`src/hw/rtl/kal_pkg.sv`:
```
package kal_pkg;

  localparam int CODE_DIGITS = 4;
  localparam int POS_W       = (CODE_DIGITS > 1) ? $clog2(CODE_DIGITS) : 1;
  localparam int PACK_W      = (4 * CODE_DIGITS > 16) ? 4 * CODE_DIGITS : 16;
  localparam int PADDR_W     = 3;

  localparam logic [3:0] KEY_HASH = 4'd14;
  localparam logic [3:0] KEY_STAR = 4'd15;

  localparam logic CFG_IDX_TEMP  = 1'b0;
  localparam logic CFG_IDX_LIMIT = 1'b1;

  localparam logic [3:0] FAIL_LIMIT_RST = 4'd3;

  typedef enum logic [1:0] {
    REQ_KEY    = 2'd0,
    REQ_DOOR   = 2'd1,
    REQ_MOTION = 2'd2,
    REQ_LOAD   = 2'd3
  } req_t;

  typedef enum logic [1:0] {
    ALERT_NONE   = 2'd0,
    ALERT_WRONG  = 2'd1,
    ALERT_DOOR   = 2'd2,
    ALERT_MOTION = 2'd3
  } alert_t;

  typedef logic [CODE_DIGITS-1:0][3:0] digits_t;
  typedef logic [CODE_DIGITS-1:0]      mask_t;
  typedef logic [POS_W-1:0]            pos_t;

  typedef struct packed {
    req_t        req_type;
    logic [3:0]  key_code;
    logic        sensor_level;
    logic [15:0] code_value;
  } item_t;

  typedef struct packed {
    logic        armed;
    logic        bolt_closed;
    alert_t      alert_kind;
    logic        door_lamp;
    logic        motion_lamp;
    logic [15:0] entry_digits;
    logic [3:0]  entry_valid;
    logic        code_changed;
    logic [15:0] new_code;
  } res_t;

  // first digit lands in the high nibble, only the low 16 bits are kept
  function automatic logic [15:0] pack_digits(input digits_t d, input mask_t m);
    logic [PACK_W-1:0] acc;
    acc = '0;
    for (int i = 0; i < CODE_DIGITS; i++) begin
      if (m[i]) begin
        acc[4*(CODE_DIGITS-1-i) +: 4] = d[i];
      end
    end
    return acc[15:0];
  endfunction

  function automatic digits_t unpack_digits(input logic [15:0] v);
    logic [PACK_W-1:0] wide;
    digits_t           d;
    wide = PACK_W'(v);
    for (int i = 0; i < CODE_DIGITS; i++) begin
      d[i] = wide[4*(CODE_DIGITS-1-i) +: 4];
    end
    return d;
  endfunction

  function automatic logic [3:0] mask_out(input mask_t m);
    logic [PACK_W-1:0] wide;
    wide = PACK_W'(m);
    return wide[3:0];
  endfunction

  function automatic digits_t reset_code();
    digits_t d;
    for (int i = 0; i < CODE_DIGITS; i++) begin
      d[i] = 4'((i + 1) % 16);
    end
    return d;
  endfunction

  function automatic pos_t pos_inc(input pos_t p);
    pos_t r;
    if (p == POS_W'(CODE_DIGITS - 1)) begin
      r = '0;
    end else begin
      r = p + pos_t'(1);
    end
    return r;
  endfunction

endpackage

```
`src/hw/rtl/kal_cfg.sv`:
```
module kal_cfg (
  input  logic                       clk,
  input  logic                       rst_n,
  input  logic                       psel,
  input  logic                       penable,
  input  logic                       pwrite,
  input  logic [kal_pkg::PADDR_W-1:0] paddr,
  input  logic [31:0]                pwdata,
  output logic [31:0]                prdata,
  output logic                       pready,
  output logic [15:0]                temp_code,
  output logic [3:0]                 fail_limit
);
  import kal_pkg::*;

  logic [15:0] temp_code_r;
  logic [3:0]  fail_limit_r;
  logic        wr_en;

  assign pready = 1'b1;
  assign wr_en  = psel && penable && pwrite && pready;

  always_ff @(posedge clk) begin
    if (!rst_n) begin
      temp_code_r  <= '0;
      fail_limit_r <= FAIL_LIMIT_RST;
    end else if (wr_en) begin
      case (paddr[2])
        CFG_IDX_TEMP:  temp_code_r  <= pwdata[15:0];
        CFG_IDX_LIMIT: fail_limit_r <= pwdata[3:0];
        default: ;
      endcase
    end
  end

  always_comb begin
    case (paddr[2])
      CFG_IDX_TEMP:  prdata = {16'd0, temp_code_r};
      CFG_IDX_LIMIT: prdata = {28'd0, fail_limit_r};
      default:       prdata = '0;
    endcase
  end

  assign temp_code  = temp_code_r;
  assign fail_limit = fail_limit_r;

endmodule

```
`src/hw/rtl/kal_engine.sv`:
```
module kal_engine (
  input  logic          clk,
  input  logic          rst_n,
  input  logic          step,
  input  kal_pkg::item_t item,
  input  logic [15:0]   temp_code,
  input  logic [3:0]    fail_limit,
  output kal_pkg::res_t res
);
  import kal_pkg::*;

  logic    armed_r, armed_nxt;
  digits_t ring_r, ring_nxt;
  mask_t   emask_r, emask_nxt;
  pos_t    epos_r, epos_nxt;
  logic [3:0] fcount_r, fcount_nxt;
  logic    changing_r, changing_nxt;
  digits_t main_r, main_nxt;
  mask_t   mmask_r, mmask_nxt;
  pos_t    cpos_r, cpos_nxt;
  logic    door_r, door_nxt;
  logic    motion_r, motion_nxt;
  logic    mready_r, mready_nxt;

  alert_t     alert;
  logic       changed;
  logic [3:0] limit;
  logic [3:0] fc_chk;
  digits_t    temp_d;
  logic       main_ok;
  logic       temp_ok;

  assign temp_d = unpack_digits(temp_code);
  assign limit  = (fail_limit == 4'd0) ? 4'd1 : fail_limit;

  // whole-code compare against main and temporary codes
  always_comb begin
    main_ok = 1'b1;
    temp_ok = (temp_code != 16'd0) && (emask_r == '1);
    for (int i = 0; i < CODE_DIGITS; i++) begin
      if ((emask_r[i] != mmask_r[i]) || (emask_r[i] && (ring_r[i] != main_r[i]))) begin
        main_ok = 1'b0;
      end
      if (ring_r[i] != temp_d[i]) begin
        temp_ok = 1'b0;
      end
    end
  end

  always_comb begin
    armed_nxt    = armed_r;
    ring_nxt     = ring_r;
    emask_nxt    = emask_r;
    epos_nxt     = epos_r;
    fcount_nxt   = fcount_r;
    changing_nxt = changing_r;
    main_nxt     = main_r;
    mmask_nxt    = mmask_r;
    cpos_nxt     = cpos_r;
    door_nxt     = door_r;
    motion_nxt   = motion_r;
    mready_nxt   = mready_r;
    alert        = ALERT_NONE;
    changed      = 1'b0;
    fc_chk       = (main_ok || temp_ok) ? 4'd0 : fcount_r + 4'd1;
    case (item.req_type)
      REQ_KEY: begin
        if (item.key_code < KEY_HASH) begin
          ring_nxt[epos_r]  = item.key_code;
          emask_nxt[epos_r] = 1'b1;
          epos_nxt          = pos_inc(epos_r);
          if (!armed_r && changing_r) begin
            main_nxt[cpos_r]  = item.key_code;
            mmask_nxt[cpos_r] = 1'b1;
            cpos_nxt          = pos_inc(cpos_r);
          end
        end else if (armed_r) begin
          if (item.key_code == KEY_STAR) begin
            if (main_ok || temp_ok) begin
              armed_nxt = 1'b0;
            end
            fcount_nxt = fc_chk;
            ring_nxt   = '0;
            emask_nxt  = '0;
            epos_nxt   = '0;
            if (fc_chk >= limit) begin
              alert      = ALERT_WRONG;
              fcount_nxt = 4'd0;
            end
          end
        end else if (changing_r) begin
          if (item.key_code == KEY_STAR) begin
            changing_nxt = 1'b0;
            changed      = 1'b1;
          end
        end else if (item.key_code == KEY_HASH) begin
          if (!door_r) begin
            armed_nxt  = 1'b1;
            mready_nxt = 1'b1;
            if (motion_r) begin
              alert      = ALERT_MOTION;
              mready_nxt = 1'b0;
            end
          end
        end else begin
          changing_nxt = 1'b1;
          mmask_nxt    = '0;
          cpos_nxt     = '0;
          epos_nxt     = '0;
        end
      end
      REQ_DOOR: begin
        if (item.sensor_level && !door_r && armed_r) begin
          alert = ALERT_DOOR;
        end
        door_nxt = item.sensor_level;
      end
      REQ_MOTION: begin
        if (item.sensor_level) begin
          if (armed_r) begin
            motion_nxt = 1'b1;
            if (mready_r) begin
              alert      = ALERT_MOTION;
              mready_nxt = 1'b0;
            end
          end
        end else begin
          motion_nxt = 1'b0;
        end
      end
      REQ_LOAD: begin
        main_nxt  = unpack_digits(item.code_value);
        mmask_nxt = '1;
      end
      default: ;
    endcase
  end

  always_comb begin
    res.armed        = armed_nxt;
    res.bolt_closed  = armed_nxt;
    res.alert_kind   = alert;
    res.door_lamp    = armed_nxt && door_nxt;
    res.motion_lamp  = armed_nxt && motion_nxt;
    res.entry_digits = pack_digits(ring_nxt, emask_nxt);
    res.entry_valid  = mask_out(emask_nxt);
    res.code_changed = changed;
    res.new_code     = pack_digits(main_nxt, mmask_nxt);
  end

  always_ff @(posedge clk) begin
    if (!rst_n) begin
      armed_r    <= 1'b0;
      ring_r     <= '0;
      emask_r    <= '0;
      epos_r     <= '0;
      fcount_r   <= '0;
      changing_r <= 1'b0;
      main_r     <= reset_code();
      mmask_r    <= '1;
      cpos_r     <= '0;
      door_r     <= 1'b0;
      motion_r   <= 1'b0;
      mready_r   <= 1'b0;
    end else if (step) begin
      armed_r    <= armed_nxt;
      ring_r     <= ring_nxt;
      emask_r    <= emask_nxt;
      epos_r     <= epos_nxt;
      fcount_r   <= fcount_nxt;
      changing_r <= changing_nxt;
      main_r     <= main_nxt;
      mmask_r    <= mmask_nxt;
      cpos_r     <= cpos_nxt;
      door_r     <= door_nxt;
      motion_r   <= motion_nxt;
      mready_r   <= mready_nxt;
    end
  end

endmodule

```
`src/hw/rtl/keypad_alarm_lock_controller_core.sv`:
```
// path: an accepted beat is held in the input register until it advances through the
// state update into the result register; throughput: one beat per cycle unless
// out_stall holds a valid result, set by the input register and result register
// reset: synchronous active-low rst_n empties both registers, disarms,
// restores main code 1 2 3 4, temp_code 0 and fail_limit 3
module keypad_alarm_lock_controller_core (
  input  logic                        clk,
  input  logic                        rst_n,
  input  logic                        in_valid,
  output logic                        in_stall,
  input  logic [1:0]                  in_req_type,
  input  logic [3:0]                  in_key_code,
  input  logic                        in_sensor_level,
  input  logic [15:0]                 in_code_value,
  output logic                        out_valid,
  input  logic                        out_stall,
  output logic                        out_armed,
  output logic                        out_bolt_closed,
  output logic [1:0]                  out_alert_kind,
  output logic                        out_door_lamp,
  output logic                        out_motion_lamp,
  output logic [15:0]                 out_entry_digits,
  output logic [3:0]                  out_entry_valid,
  output logic                        out_code_changed,
  output logic [15:0]                 out_new_code,
  input  logic                        psel,
  input  logic                        penable,
  input  logic                        pwrite,
  input  logic [kal_pkg::PADDR_W-1:0] paddr,
  input  logic [31:0]                 pwdata,
  output logic [31:0]                 prdata,
  output logic                        pready
);
  import kal_pkg::*;

  logic        in_v_r;
  item_t       item_r;
  logic        out_v_r;
  res_t        res_r;
  res_t        res;
  logic        adv;
  logic        in_acc;
  logic [15:0] temp_code;
  logic [3:0]  fail_limit;

  assign adv      = in_v_r && (!out_v_r || !out_stall);
  assign in_stall = in_v_r && !adv;
  assign in_acc   = in_valid && !in_stall;

  kal_cfg u_cfg (
    .clk        (clk),
    .rst_n      (rst_n),
    .psel       (psel),
    .penable    (penable),
    .pwrite     (pwrite),
    .paddr      (paddr),
    .pwdata     (pwdata),
    .prdata     (prdata),
    .pready     (pready),
    .temp_code  (temp_code),
    .fail_limit (fail_limit)
  );

  kal_engine u_engine (
    .clk        (clk),
    .rst_n      (rst_n),
    .step       (adv),
    .item       (item_r),
    .temp_code  (temp_code),
    .fail_limit (fail_limit),
    .res        (res)
  );

  always_ff @(posedge clk) begin
    if (!rst_n) begin
      in_v_r <= 1'b0;
    end else if (in_acc) begin
      in_v_r <= 1'b1;
    end else if (adv) begin
      in_v_r <= 1'b0;
    end
  end

  always_ff @(posedge clk) begin
    if (in_acc) begin
      item_r.req_type     <= req_t'(in_req_type);
      item_r.key_code     <= in_key_code;
      item_r.sensor_level <= in_sensor_level;
      item_r.code_value   <= in_code_value;
    end
  end

  always_ff @(posedge clk) begin
    if (!rst_n) begin
      out_v_r <= 1'b0;
    end else if (adv) begin
      out_v_r <= 1'b1;
    end else if (!out_stall) begin
      out_v_r <= 1'b0;
    end
  end

  always_ff @(posedge clk) begin
    if (adv) begin
      res_r <= res;
    end
  end

  assign out_valid        = out_v_r;
  assign out_armed        = res_r.armed;
  assign out_bolt_closed  = res_r.bolt_closed;
  assign out_alert_kind   = res_r.alert_kind;
  assign out_door_lamp    = res_r.door_lamp;
  assign out_motion_lamp  = res_r.motion_lamp;
  assign out_entry_digits = res_r.entry_digits;
  assign out_entry_valid  = res_r.entry_valid;
  assign out_code_changed = res_r.code_changed;
  assign out_new_code     = res_r.new_code;

endmodule

```
`config.mk`:
```
export PLATFORM = sky130hd
export DESIGN_NAME = keypad_alarm_lock_controller_core
export DESIGN_NICKNAME = d
export VERILOG_FILES = /design/src/hw/rtl/kal_pkg.sv /design/src/hw/rtl/kal_cfg.sv /design/src/hw/rtl/kal_engine.sv /design/src/hw/rtl/keypad_alarm_lock_controller_core.sv
export SDC_FILE = /design/constraint.sdc
export NUM_CORES = 1
export LEC_CHECK = 0
export BUFFER_PORTS_ARGS = -buffer_cell sky130_fd_sc_hd__buf_2
export CAP_MARGIN = 20
export CORE_UTILIZATION = 50
export DETAILED_ROUTE_END_ITERATION = 12
export PLACE_DENSITY = 0.78
export SYNTH_ARGS = -nofsm -noshare
export SYNTH_HDL_FRONTEND = slang
export SYNTH_SLANG_ARGS = --single-unit
```
`constraint.sdc`:
```
create_clock -name clk -period 4.8 [get_ports clk]
set_input_delay 0.24 -clock clk [delete_from_list [all_inputs] [get_ports clk]]
set_output_delay 0.24 -clock clk [all_outputs]
set_load 0.01 [all_outputs]
```
==> impl_metrics.py, run 1 <==
metrics = {
    "status": {
        "outcome": "completed",
    },
    "floorplan": {
        "num_rows": 41,
        "core_region_area_mm2": 0.0129,
        "fp.dieW_um": 118,
        "ios": 143,
        "initial_cell_density_of_the_core_pct": 52.1,
        "die-height_um": 118,
        "design.die.area_mm2": 0.0139,
    },
    "clocking": {
        "clkSlewWorstSetupHoldPaths_ps": 60,
        "tritoncts_clock_tree": "built",
        "numCtsBuffers": 17,
        "clkSinkCount": 140,
        "clk_root_buffer_cell": "sky130_fd_sc_hd__clkbuf_16",
        "clk_path_buf_depth": 2,
        "htree_levels": 4,
        "insertion_delay_ps": 430,
    },
    "routing": {
        "route.antenna.remaining_nets": 0,
        "remaining_drc_errors": 0,
        "routed-via-count": 5543,
        "routed_via_density": 5.51,
        "drt_pass1_iterations": 7,
        "drt_iter0_markers": 382,
        "totalWireLength_um": 16200,
        "wire_per_inst_um": 16.1,
    },
    "sta": {
        "maxClockFrequency_ghz": 0.257,
        "hold_viol_final": 0,
        "fin_tns_setup_ps": 0,
        "tightest_slew_ps": 968,
        "finalCriticalPeriod_ps": 3890,
        "grt_setup_unrepaired": "no",
        "finalCritPeriodShare_pct": 81.1,
        "maxSlewViolCount": 0,
        "hold_ws_ps": 43.4,
        "max_slew_margin_pct": 35.3,
        "finClkSkew_ps": 5.40,
        "final_setup_vio_count": 0,
        "final.setup.worst_slack_ps": 908,
    },
    "logic_synthesis": {
        "ys_seq_elements": 140,
        "synth_edf_count": 65,
        "synthesis.area_per_instance_um2": 9.43,
        "synth_warnings": 0,
        "postSynth.topFlopCell": "sky130_fd_sc_hd__dfxtp_1",
        "synth.lib_cells_used.distinct": 52,
        "ys_seq_area_share_pct": 51.5,
        "synthCells": 712,
        "post_synthesis_instance_area_mm2": 0.00671,
        "async_flop_share_pct": 0,
    },
    "setup_path": {
        "critical_path.startpoint": "u_engine.emask_r[3]$_SDFFE_PN0P_",
        "critical_path_required_ps": 5170,
        "critical_path.reg2reg.endpoint": "u_engine.fcount_r[2]$_SDFFE_PN0P_",
        "worst_setup_path_end_kind": "flip-flop",
        "worst_r2r_path_depth": 11,
        "critPathMaxFanout": 9,
        "cp-endpoint": "u_engine.fcount_r[2]$_SDFFE_PN0P_",
        "critical_path_class": "reg2reg",
        "r2r_setup_slack_ps": 910,
        "timing.critical_path.from_type": "flip-flop",
        "reg2reg_from": "u_engine.emask_r[3]$_SDFFE_PN0P_",
        "critPathArrivalTime_ps": 4260,
    },
    "power": {
        "leakage_uw": 0.00329,
        "total_power_uw": 2990,
        "vdd_ir_drop_max_uv": 219,
        "pwrdens_mw_per_mm2": 367,
    },
    "finish": {
        "area.growth.synth_to_final_pct": 21.3,
        "commonest_cells_after_routing_fill_and_taps_aside": "sky130_fd_sc_hd__buf_2 (107), sky130_fd_sc_hd__nor2_1 (97), sky130_fd_sc_hd__a21oi_1 (81)",
        "drive_gt1_share_pct": 18.9,
        "layout.core_utilization_pct": 63.2,
        "layout.nets": 904,
        "commonest_non_fill_non_tap_cell_in_the_layout": "sky130_fd_sc_hd__buf_2",
        "diodes": 0,
        "nFillCells": 1065,
    },
    "grt": {
        "antenna_found_initial": 0,
        "pin_count_of_the_biggest_net_entering_global_routing": 61,
        "gr-total-overflow": 0,
        "grtUsageTotal_pct": 24.2,
        "grt_pass1_wl_um": 26100,
        "grt_pass1_vias": 5175,
    },
    "worst_hold_path": {
        "min-delay-path-class": "in2reg",
    },
    "placement": {
        "setup_ws_pre_cts_ps": 972,
        "hpwlAfterDp_um": 10800,
        "place.gp.congestion": 0.921,
        "portbufs": 107,
    },
    "run": {
        "max_cap_viol_count": 0,
    },
}
## flip-flops by register name (all words and copies together) (netlist names), 2 cells and up
signal,count
u_engine.emask_r,4
out_entry_valid,4
u_engine.cpos_r,2
out_new_code,16
u_cfg.fail_limit,4
u_engine.main_r,16
u_cfg.temp_code,16
out_entry_digits,16
u_engine.ring_r,16
u_engine.mmask_r,4
u_engine.fcount_r,4
out_alert_kind,2
item_r,23
u_engine.epos_r,2
## synth_stat cells (2+ instances only)
master | n | share of area (%)
sky130_fd_sc_hd__nor2_1 | 97 | 5.4
sky130_fd_sc_hd__a21oi_1 | 81 | 6.0
sky130_fd_sc_hd__nand2_1 | 77 | 4.3
sky130_fd_sc_hd__dfxtp_1 | 75 | 22
sky130_fd_sc_hd__edfxtp_1 | 65 | 29
sky130_fd_sc_hd__clkbuf_1 | 34 | 1.9
sky130_fd_sc_hd__nor2b_1 | 25 | 2.3
sky130_fd_sc_hd__buf_4 | 18 | 2.0
sky130_fd_sc_hd__ha_1 | 18 | 3.4
sky130_fd_sc_hd__nand3_1 | 18 | 1.3
sky130_fd_sc_hd__a32oi_1 | 17 | 2.2
sky130_fd_sc_hd__xor2_1 | 16 | 2.1
sky130_fd_sc_hd__inv_1 | 15 | 0.84
sky130_fd_sc_hd__xnor2_1 | 14 | 1.8
sky130_fd_sc_hd__a211oi_1 | 12 | 1.3
sky130_fd_sc_hd__o21ai_0 | 12 | 0.89
sky130_fd_sc_hd__o22ai_1 | 12 | 1.1
sky130_fd_sc_hd__nor4_1 | 9 | 0.84
sky130_fd_sc_hd__o211ai_1 | 9 | 1.0
sky130_fd_sc_hd__nor3_1 | 8 | 0.60
sky130_fd_sc_hd__and3_1 | 7 | 0.65
sky130_fd_sc_hd__buf_2 | 6 | 0.45
sky130_fd_sc_hd__mux2i_1 | 6 | 0.89
sky130_fd_sc_hd__nand2b_1 | 5 | 0.47
sky130_fd_sc_hd__nand4_1 | 5 | 0.47
sky130_fd_sc_hd__a22oi_1 | 4 | 0.45
sky130_fd_sc_hd__mux2_2 | 4 | 0.67
sky130_fd_sc_hd__nor3b_1 | 4 | 0.45
sky130_fd_sc_hd__o21bai_1 | 4 | 0.45
sky130_fd_sc_hd__or2_2 | 4 | 0.37
sky130_fd_sc_hd__clkinv_1 | 3 | 0.17
sky130_fd_sc_hd__o22a_1 | 3 | 0.39
sky130_fd_sc_hd__a2111o_1 | 2 | 0.34
sky130_fd_sc_hd__conb_1 | 2 | 0.11
sky130_fd_sc_hd__o31ai_1 | 2 | 0.22
sky130_fd_sc_hd__or3_1 | 2 | 0.19
sky130_fd_sc_hd__or4_1 | 2 | 0.22
## kinds of logic (layout without fill, tap and decap cells)
family          after synthesis  after routing  share of synthesized area [%]
fa+ha+maj                    18             18                           3.36
buf+inv                      78            185                           5.59
flops                       140            140                           51.5
compound gates              166            166                           15.5
other cells                   2             17                          0.112
xor+xnor                     30             30                           3.91
mux                          10             10                           1.57
simple gates                268            268                           18.5
## final cells by class
cell class,count,area [um^2],area share [%]
multi-input combinational,509,2940,36.1
inverter,18,67.6,0.830
timing repair buffer,135,811,9.96
tap,172,215,2.64
clock inverter,7,93.8,1.15
clock buffer,25,559,6.87
sequential,140,3450,42.4
## per-stage QoR
step	cells	cell area [um^2]
floorplan	727	6770
global placement	950	7240
detailed placement	951	7260
CTS	1006	8140
global route	1006	8140
finish	1006	8140
## where the power goes
group | switching [uW] | internal (uW) | total, uW
clock network | 492 | 913 | 1410
logic | 147 | 95.2 | 242
registers | 37.8 | 1300 | 1340
total | 677 | 2310 | 2990
## metal layers
| layer | wire (um) | track usage [%] | up-vias |
|---|---|---|---|
| met5 | 0 | 0 | - |
| met4 | 317 | 9.21 | 0 |
| met3 | 926 | 5.09 | 30 |
| met2 | 7860 | 39.9 | 205 |
| met1 | 7120 | 31.2 | 2594 |
| li1 | - | - | 2714 |
## worst min-delay path by stage
stage                           start                              end  depth (start not counted)
finish                       in_valid              in_v_r$_SDFFE_PN0P_                          3
global route                pwdata[6]  u_cfg.temp_code[6]$_SDFFE_PN0P_                          3
CTS                          in_valid              in_v_r$_SDFFE_PN0P_                          3
detailed placement  in_code_value[10]             item_r[10]$_DFFE_PP_                          1
global placement       in_key_code[1]             item_r[18]$_DFFE_PP_                          1
floorplan            in_code_value[0]              item_r[0]$_DFFE_PP_                          0
## critical path: stages (launching register included)
cell,delay (ps)
sky130_fd_sc_hd__dfxtp_1,520
sky130_fd_sc_hd__nand4_1,160
sky130_fd_sc_hd__or4_1,550
sky130_fd_sc_hd__nor4_1,530
sky130_fd_sc_hd__or2_2,340
sky130_fd_sc_hd__nor2_1,70
sky130_fd_sc_hd__ha_1,280
sky130_fd_sc_hd__a2111oi_0,350
sky130_fd_sc_hd__nor3_1,160
sky130_fd_sc_hd__or3_4,410
sky130_fd_sc_hd__a2111o_1,400
sky130_fd_sc_hd__nand2_1,70
## what timing repair did
action | CTS | global route
hold buffers | 23 | 0
buffers inserted | 0 | 0
endpoints found under the hold margin | 23 | 0
gates resized for setup | 0 | 0
Power figures use the tool's default switching activity.
==> inputs of run 2 (changes only) <==
- clock period: 4.8 -> 4.05 ns (I/O delays scaled with it)
==> run 2 against run 1 <==
  * Final cell count rose by 0.70%
  * Clock skew increased by 3.4 ps
  * Combinational power up 21%
  * Register-to-register slack got worse by 440 ps
  * Core utilization is 0.25 points lower
  * Hold slack got worse by 28 ps
  * Sequential share of layout area is 0.17 points higher
  * Largest power group is now sequential cells
==> impl_metrics.py, run 2 (synthesis gave the netlist of run 1 again) <==
metrics = {
    "power": {
        "total_power_uw": 3340,
        "vdd_ir_drop_max_uv": 400,
        "pwrdens_mw_per_mm2": 412,
        "leakage_uw": 0.00329,
    },
    "sta": {
        "maxClockFrequency_ghz": 0.279,
        "max_slew_margin_pct": 32.0,
        "hold_ws_ps": 15.0,
        "finClkSkew_ps": 8.80,
        "tightest_slew_ps": 1020,
        "final.setup.worst_slack_ps": 466,
        "fin_tns_setup_ps": 0,
        "grt_setup_unrepaired": "no",
        "finalCriticalPeriod_ps": 3580,
        "final_setup_vio_count": 0,
        "finalCritPeriodShare_pct": 88.5,
        "hold_viol_final": 0,
        "maxSlewViolCount": 0,
    },
    "setup_path": {
        "critical_path_required_ps": 4410,
        "critical_path_class": "reg2reg",
        "worst_r2r_path_depth": 12,
        "critical_path.reg2reg.endpoint": "u_engine.fcount_r[2]$_SDFFE_PN0P_",
        "reg2reg_from": "u_engine.emask_r[3]$_SDFFE_PN0P_",
        "r2r_setup_slack_ps": 470,
        "timing.critical_path.from_type": "flip-flop",
        "critPathMaxFanout": 9,
        "worst_setup_path_end_kind": "flip-flop",
        "critPathArrivalTime_ps": 3950,
    },
    "grt": {
        "groute.layer.met1.usage_pct": 32.5,
        "global_route.usage.met3_pct": 5.43,
        "use_met2_pct": 39.0,
        "grt_pass1_vias": 5170,
        "globalRoute.busiestLayer": "met2",
        "gr-total-overflow": 0,
        "antenna_found_initial": 0,
        "grt_pass1_wl_um": 26500,
        "pin_count_of_the_biggest_net_entering_global_routing": 61,
        "grtUsageTotal_pct": 24.5,
    },
    "clocking": {
        "numCtsBuffers": 17,
        "clk_root_buffer_cell": "sky130_fd_sc_hd__clkbuf_16",
        "cts_setup_buffers": 0,
        "cts_repair_resize_count": 0,
        "tritoncts_clock_tree": "built",
        "clk_path_buf_depth": 2,
        "htree_levels": 4,
        "insertion_delay_ps": 430,
        "clkSlewWorstSetupHoldPaths_ps": 60,
        "clkSinkCount": 140,
    },
    "finish": {
        "commonest_non_fill_non_tap_cell_in_the_layout": "sky130_fd_sc_hd__buf_2",
        "largest_reg_flops": 23,
        "diodes": 0,
        "nFillCells": 1069,
        "drive_gt1_share_pct": 19.4,
        "layout.core_utilization_pct": 63.0,
        "largest_register": "item_r",
        "layout.nets": 911,
        "regArea_mm2": 0.00345,
        "multi_input_area_mm2": 0.00294,
        "area.growth.synth_to_final_pct": 20.8,
        "commonest_cells_after_routing_fill_and_taps_aside": "sky130_fd_sc_hd__buf_2 (107), sky130_fd_sc_hd__nor2_1 (97), sky130_fd_sc_hd__a21oi_1 (81)",
    },
    "floorplan": {
        "num_rows": 41,
        "fp.dieW_um": 118,
        "initial_cell_density_of_the_core_pct": 52.1,
        "die-height_um": 118,
        "core_region_area_mm2": 0.0129,
        "design.die.area_mm2": 0.0139,
        "ios": 143,
    },
    "routing": {
        "totalWireLength_um": 16300,
        "route.antenna.remaining_nets": 0,
        "drt_pass1_iterations": 6,
        "remaining_drc_errors": 0,
        "routed_via_density": 5.59,
        "drt_iter0_markers": 545,
        "routed-via-count": 5661,
        "wire_per_inst_um": 16.1,
    },
    "worst_hold_path": {
        "whs_endpoint": "u_cfg.temp_code[12]$_SDFFE_PN0P_",
        "hp-start": "pwdata[12]",
        "min-delay-path-class": "in2reg",
        "min_path_cells": 3,
    },
    "placement": {
        "portbufs": 107,
        "place.gp.congestion": 0.895,
        "setup_ws_pre_cts_ps": 479,
        "hpwlAfterDp_um": 10800,
    },
    "status": {
        "outcome": "completed",
    },
    "run": {
        "max_cap_viol_count": 0,
    },
}
[run 2: cell count changes in the layout (fill, tap and decap cells not counted), moves of 2 or more]
| cell | before | now |
|---|---|---|
| sky130_fd_sc_hd__buf_4 | 4 | 9 |
| sky130_fd_sc_hd__clkbuf_16 | 20 | 17 |
| sky130_fd_sc_hd__clkinv_2 | 2 | 5 |
| sky130_fd_sc_hd__dlygate4sd3_1 | 23 | 25 |
[run 2: timing repair]
action / in CTS / in global routing
setup endpoints to repair: 0 / 0
endpoints found under the hold margin: 25 / 0
hold buffers: 25 / 0
[run 2: layout make-up]
type,count,share of cell area [%]
flip-flops and latches,140,42.6
clock buffers,21,5.80
repair buffers,142,10.7
inverters,18,0.833
well taps,172,2.65
clock inverters,11,1.14
multi-input cells,509,36.3
[run 2: stage by stage]
step / instance area, um^2 / std cells
4_1_cts: 8110 / 1013
3_3_place_gp: 7280 / 955
3_5_place_dp: 7300 / 956
2_1_floorplan: 6770 / 727
6_report: 8110 / 1013
5_1_grt: 8110 / 1013
[run 2: power breakdown]
group	leakage (uW)	internal, uW	switching (uW)
logic	0.00177	115	177
registers	0.00124	1540	43.4
clock network	0.000275	886	578
[run 2: critical path, cell delays in order, from the launching register on]
cell and delay (ps):
sky130_fd_sc_hd__dfxtp_1 510, sky130_fd_sc_hd__nand4_1 140, sky130_fd_sc_hd__or4_1 540, sky130_fd_sc_hd__nor4_1 220, sky130_fd_sc_hd__buf_4 190, sky130_fd_sc_hd__or2_2 210, sky130_fd_sc_hd__nor2_1 70, sky130_fd_sc_hd__ha_1 280
sky130_fd_sc_hd__a2111oi_0 350, sky130_fd_sc_hd__nor3_1 150, sky130_fd_sc_hd__or3_4 410, sky130_fd_sc_hd__a2111o_1 390, sky130_fd_sc_hd__nand2_1 70
[run 2: layer usage]
metal / routed length [um] / share of wire (%)
met2: 7830 / 48
met4: 288 / 1.8
met1: 7000 / 43
met5: 0 / 0
met3: 1170 / 7.2
[run 2: how the worst max path moves through the flow]
stage / start / endpoint / slack [ps] / depth (start not counted)
6_report: u_engine.emask_r[3]$_SDFFE_PN0P_ / u_engine.fcount_r[2]$_SDFFE_PN0P_ / 470 / 12
5_1_grt: u_engine.emask_r[3]$_SDFFE_PN0P_ / u_engine.fcount_r[3]$_SDFFE_PN0P_ / 230 / 12
4_1_cts: u_engine.emask_r[3]$_SDFFE_PN0P_ / u_engine.fcount_r[3]$_SDFFE_PN0P_ / 440 / 12
3_5_place_dp: u_engine.emask_r[2]$_SDFFE_PN0P_ / u_engine.fcount_r[3]$_SDFFE_PN0P_ / 480 / 12
3_3_place_gp: u_engine.emask_r[3]$_SDFFE_PN0P_ / u_engine.fcount_r[2]$_SDFFE_PN0P_ / 590 / 12
2_1_floorplan: u_engine.emask_r[2]$_SDFFE_PN0P_ / u_engine.fcount_r[2]$_SDFFE_PN0P_ / 710 / 13
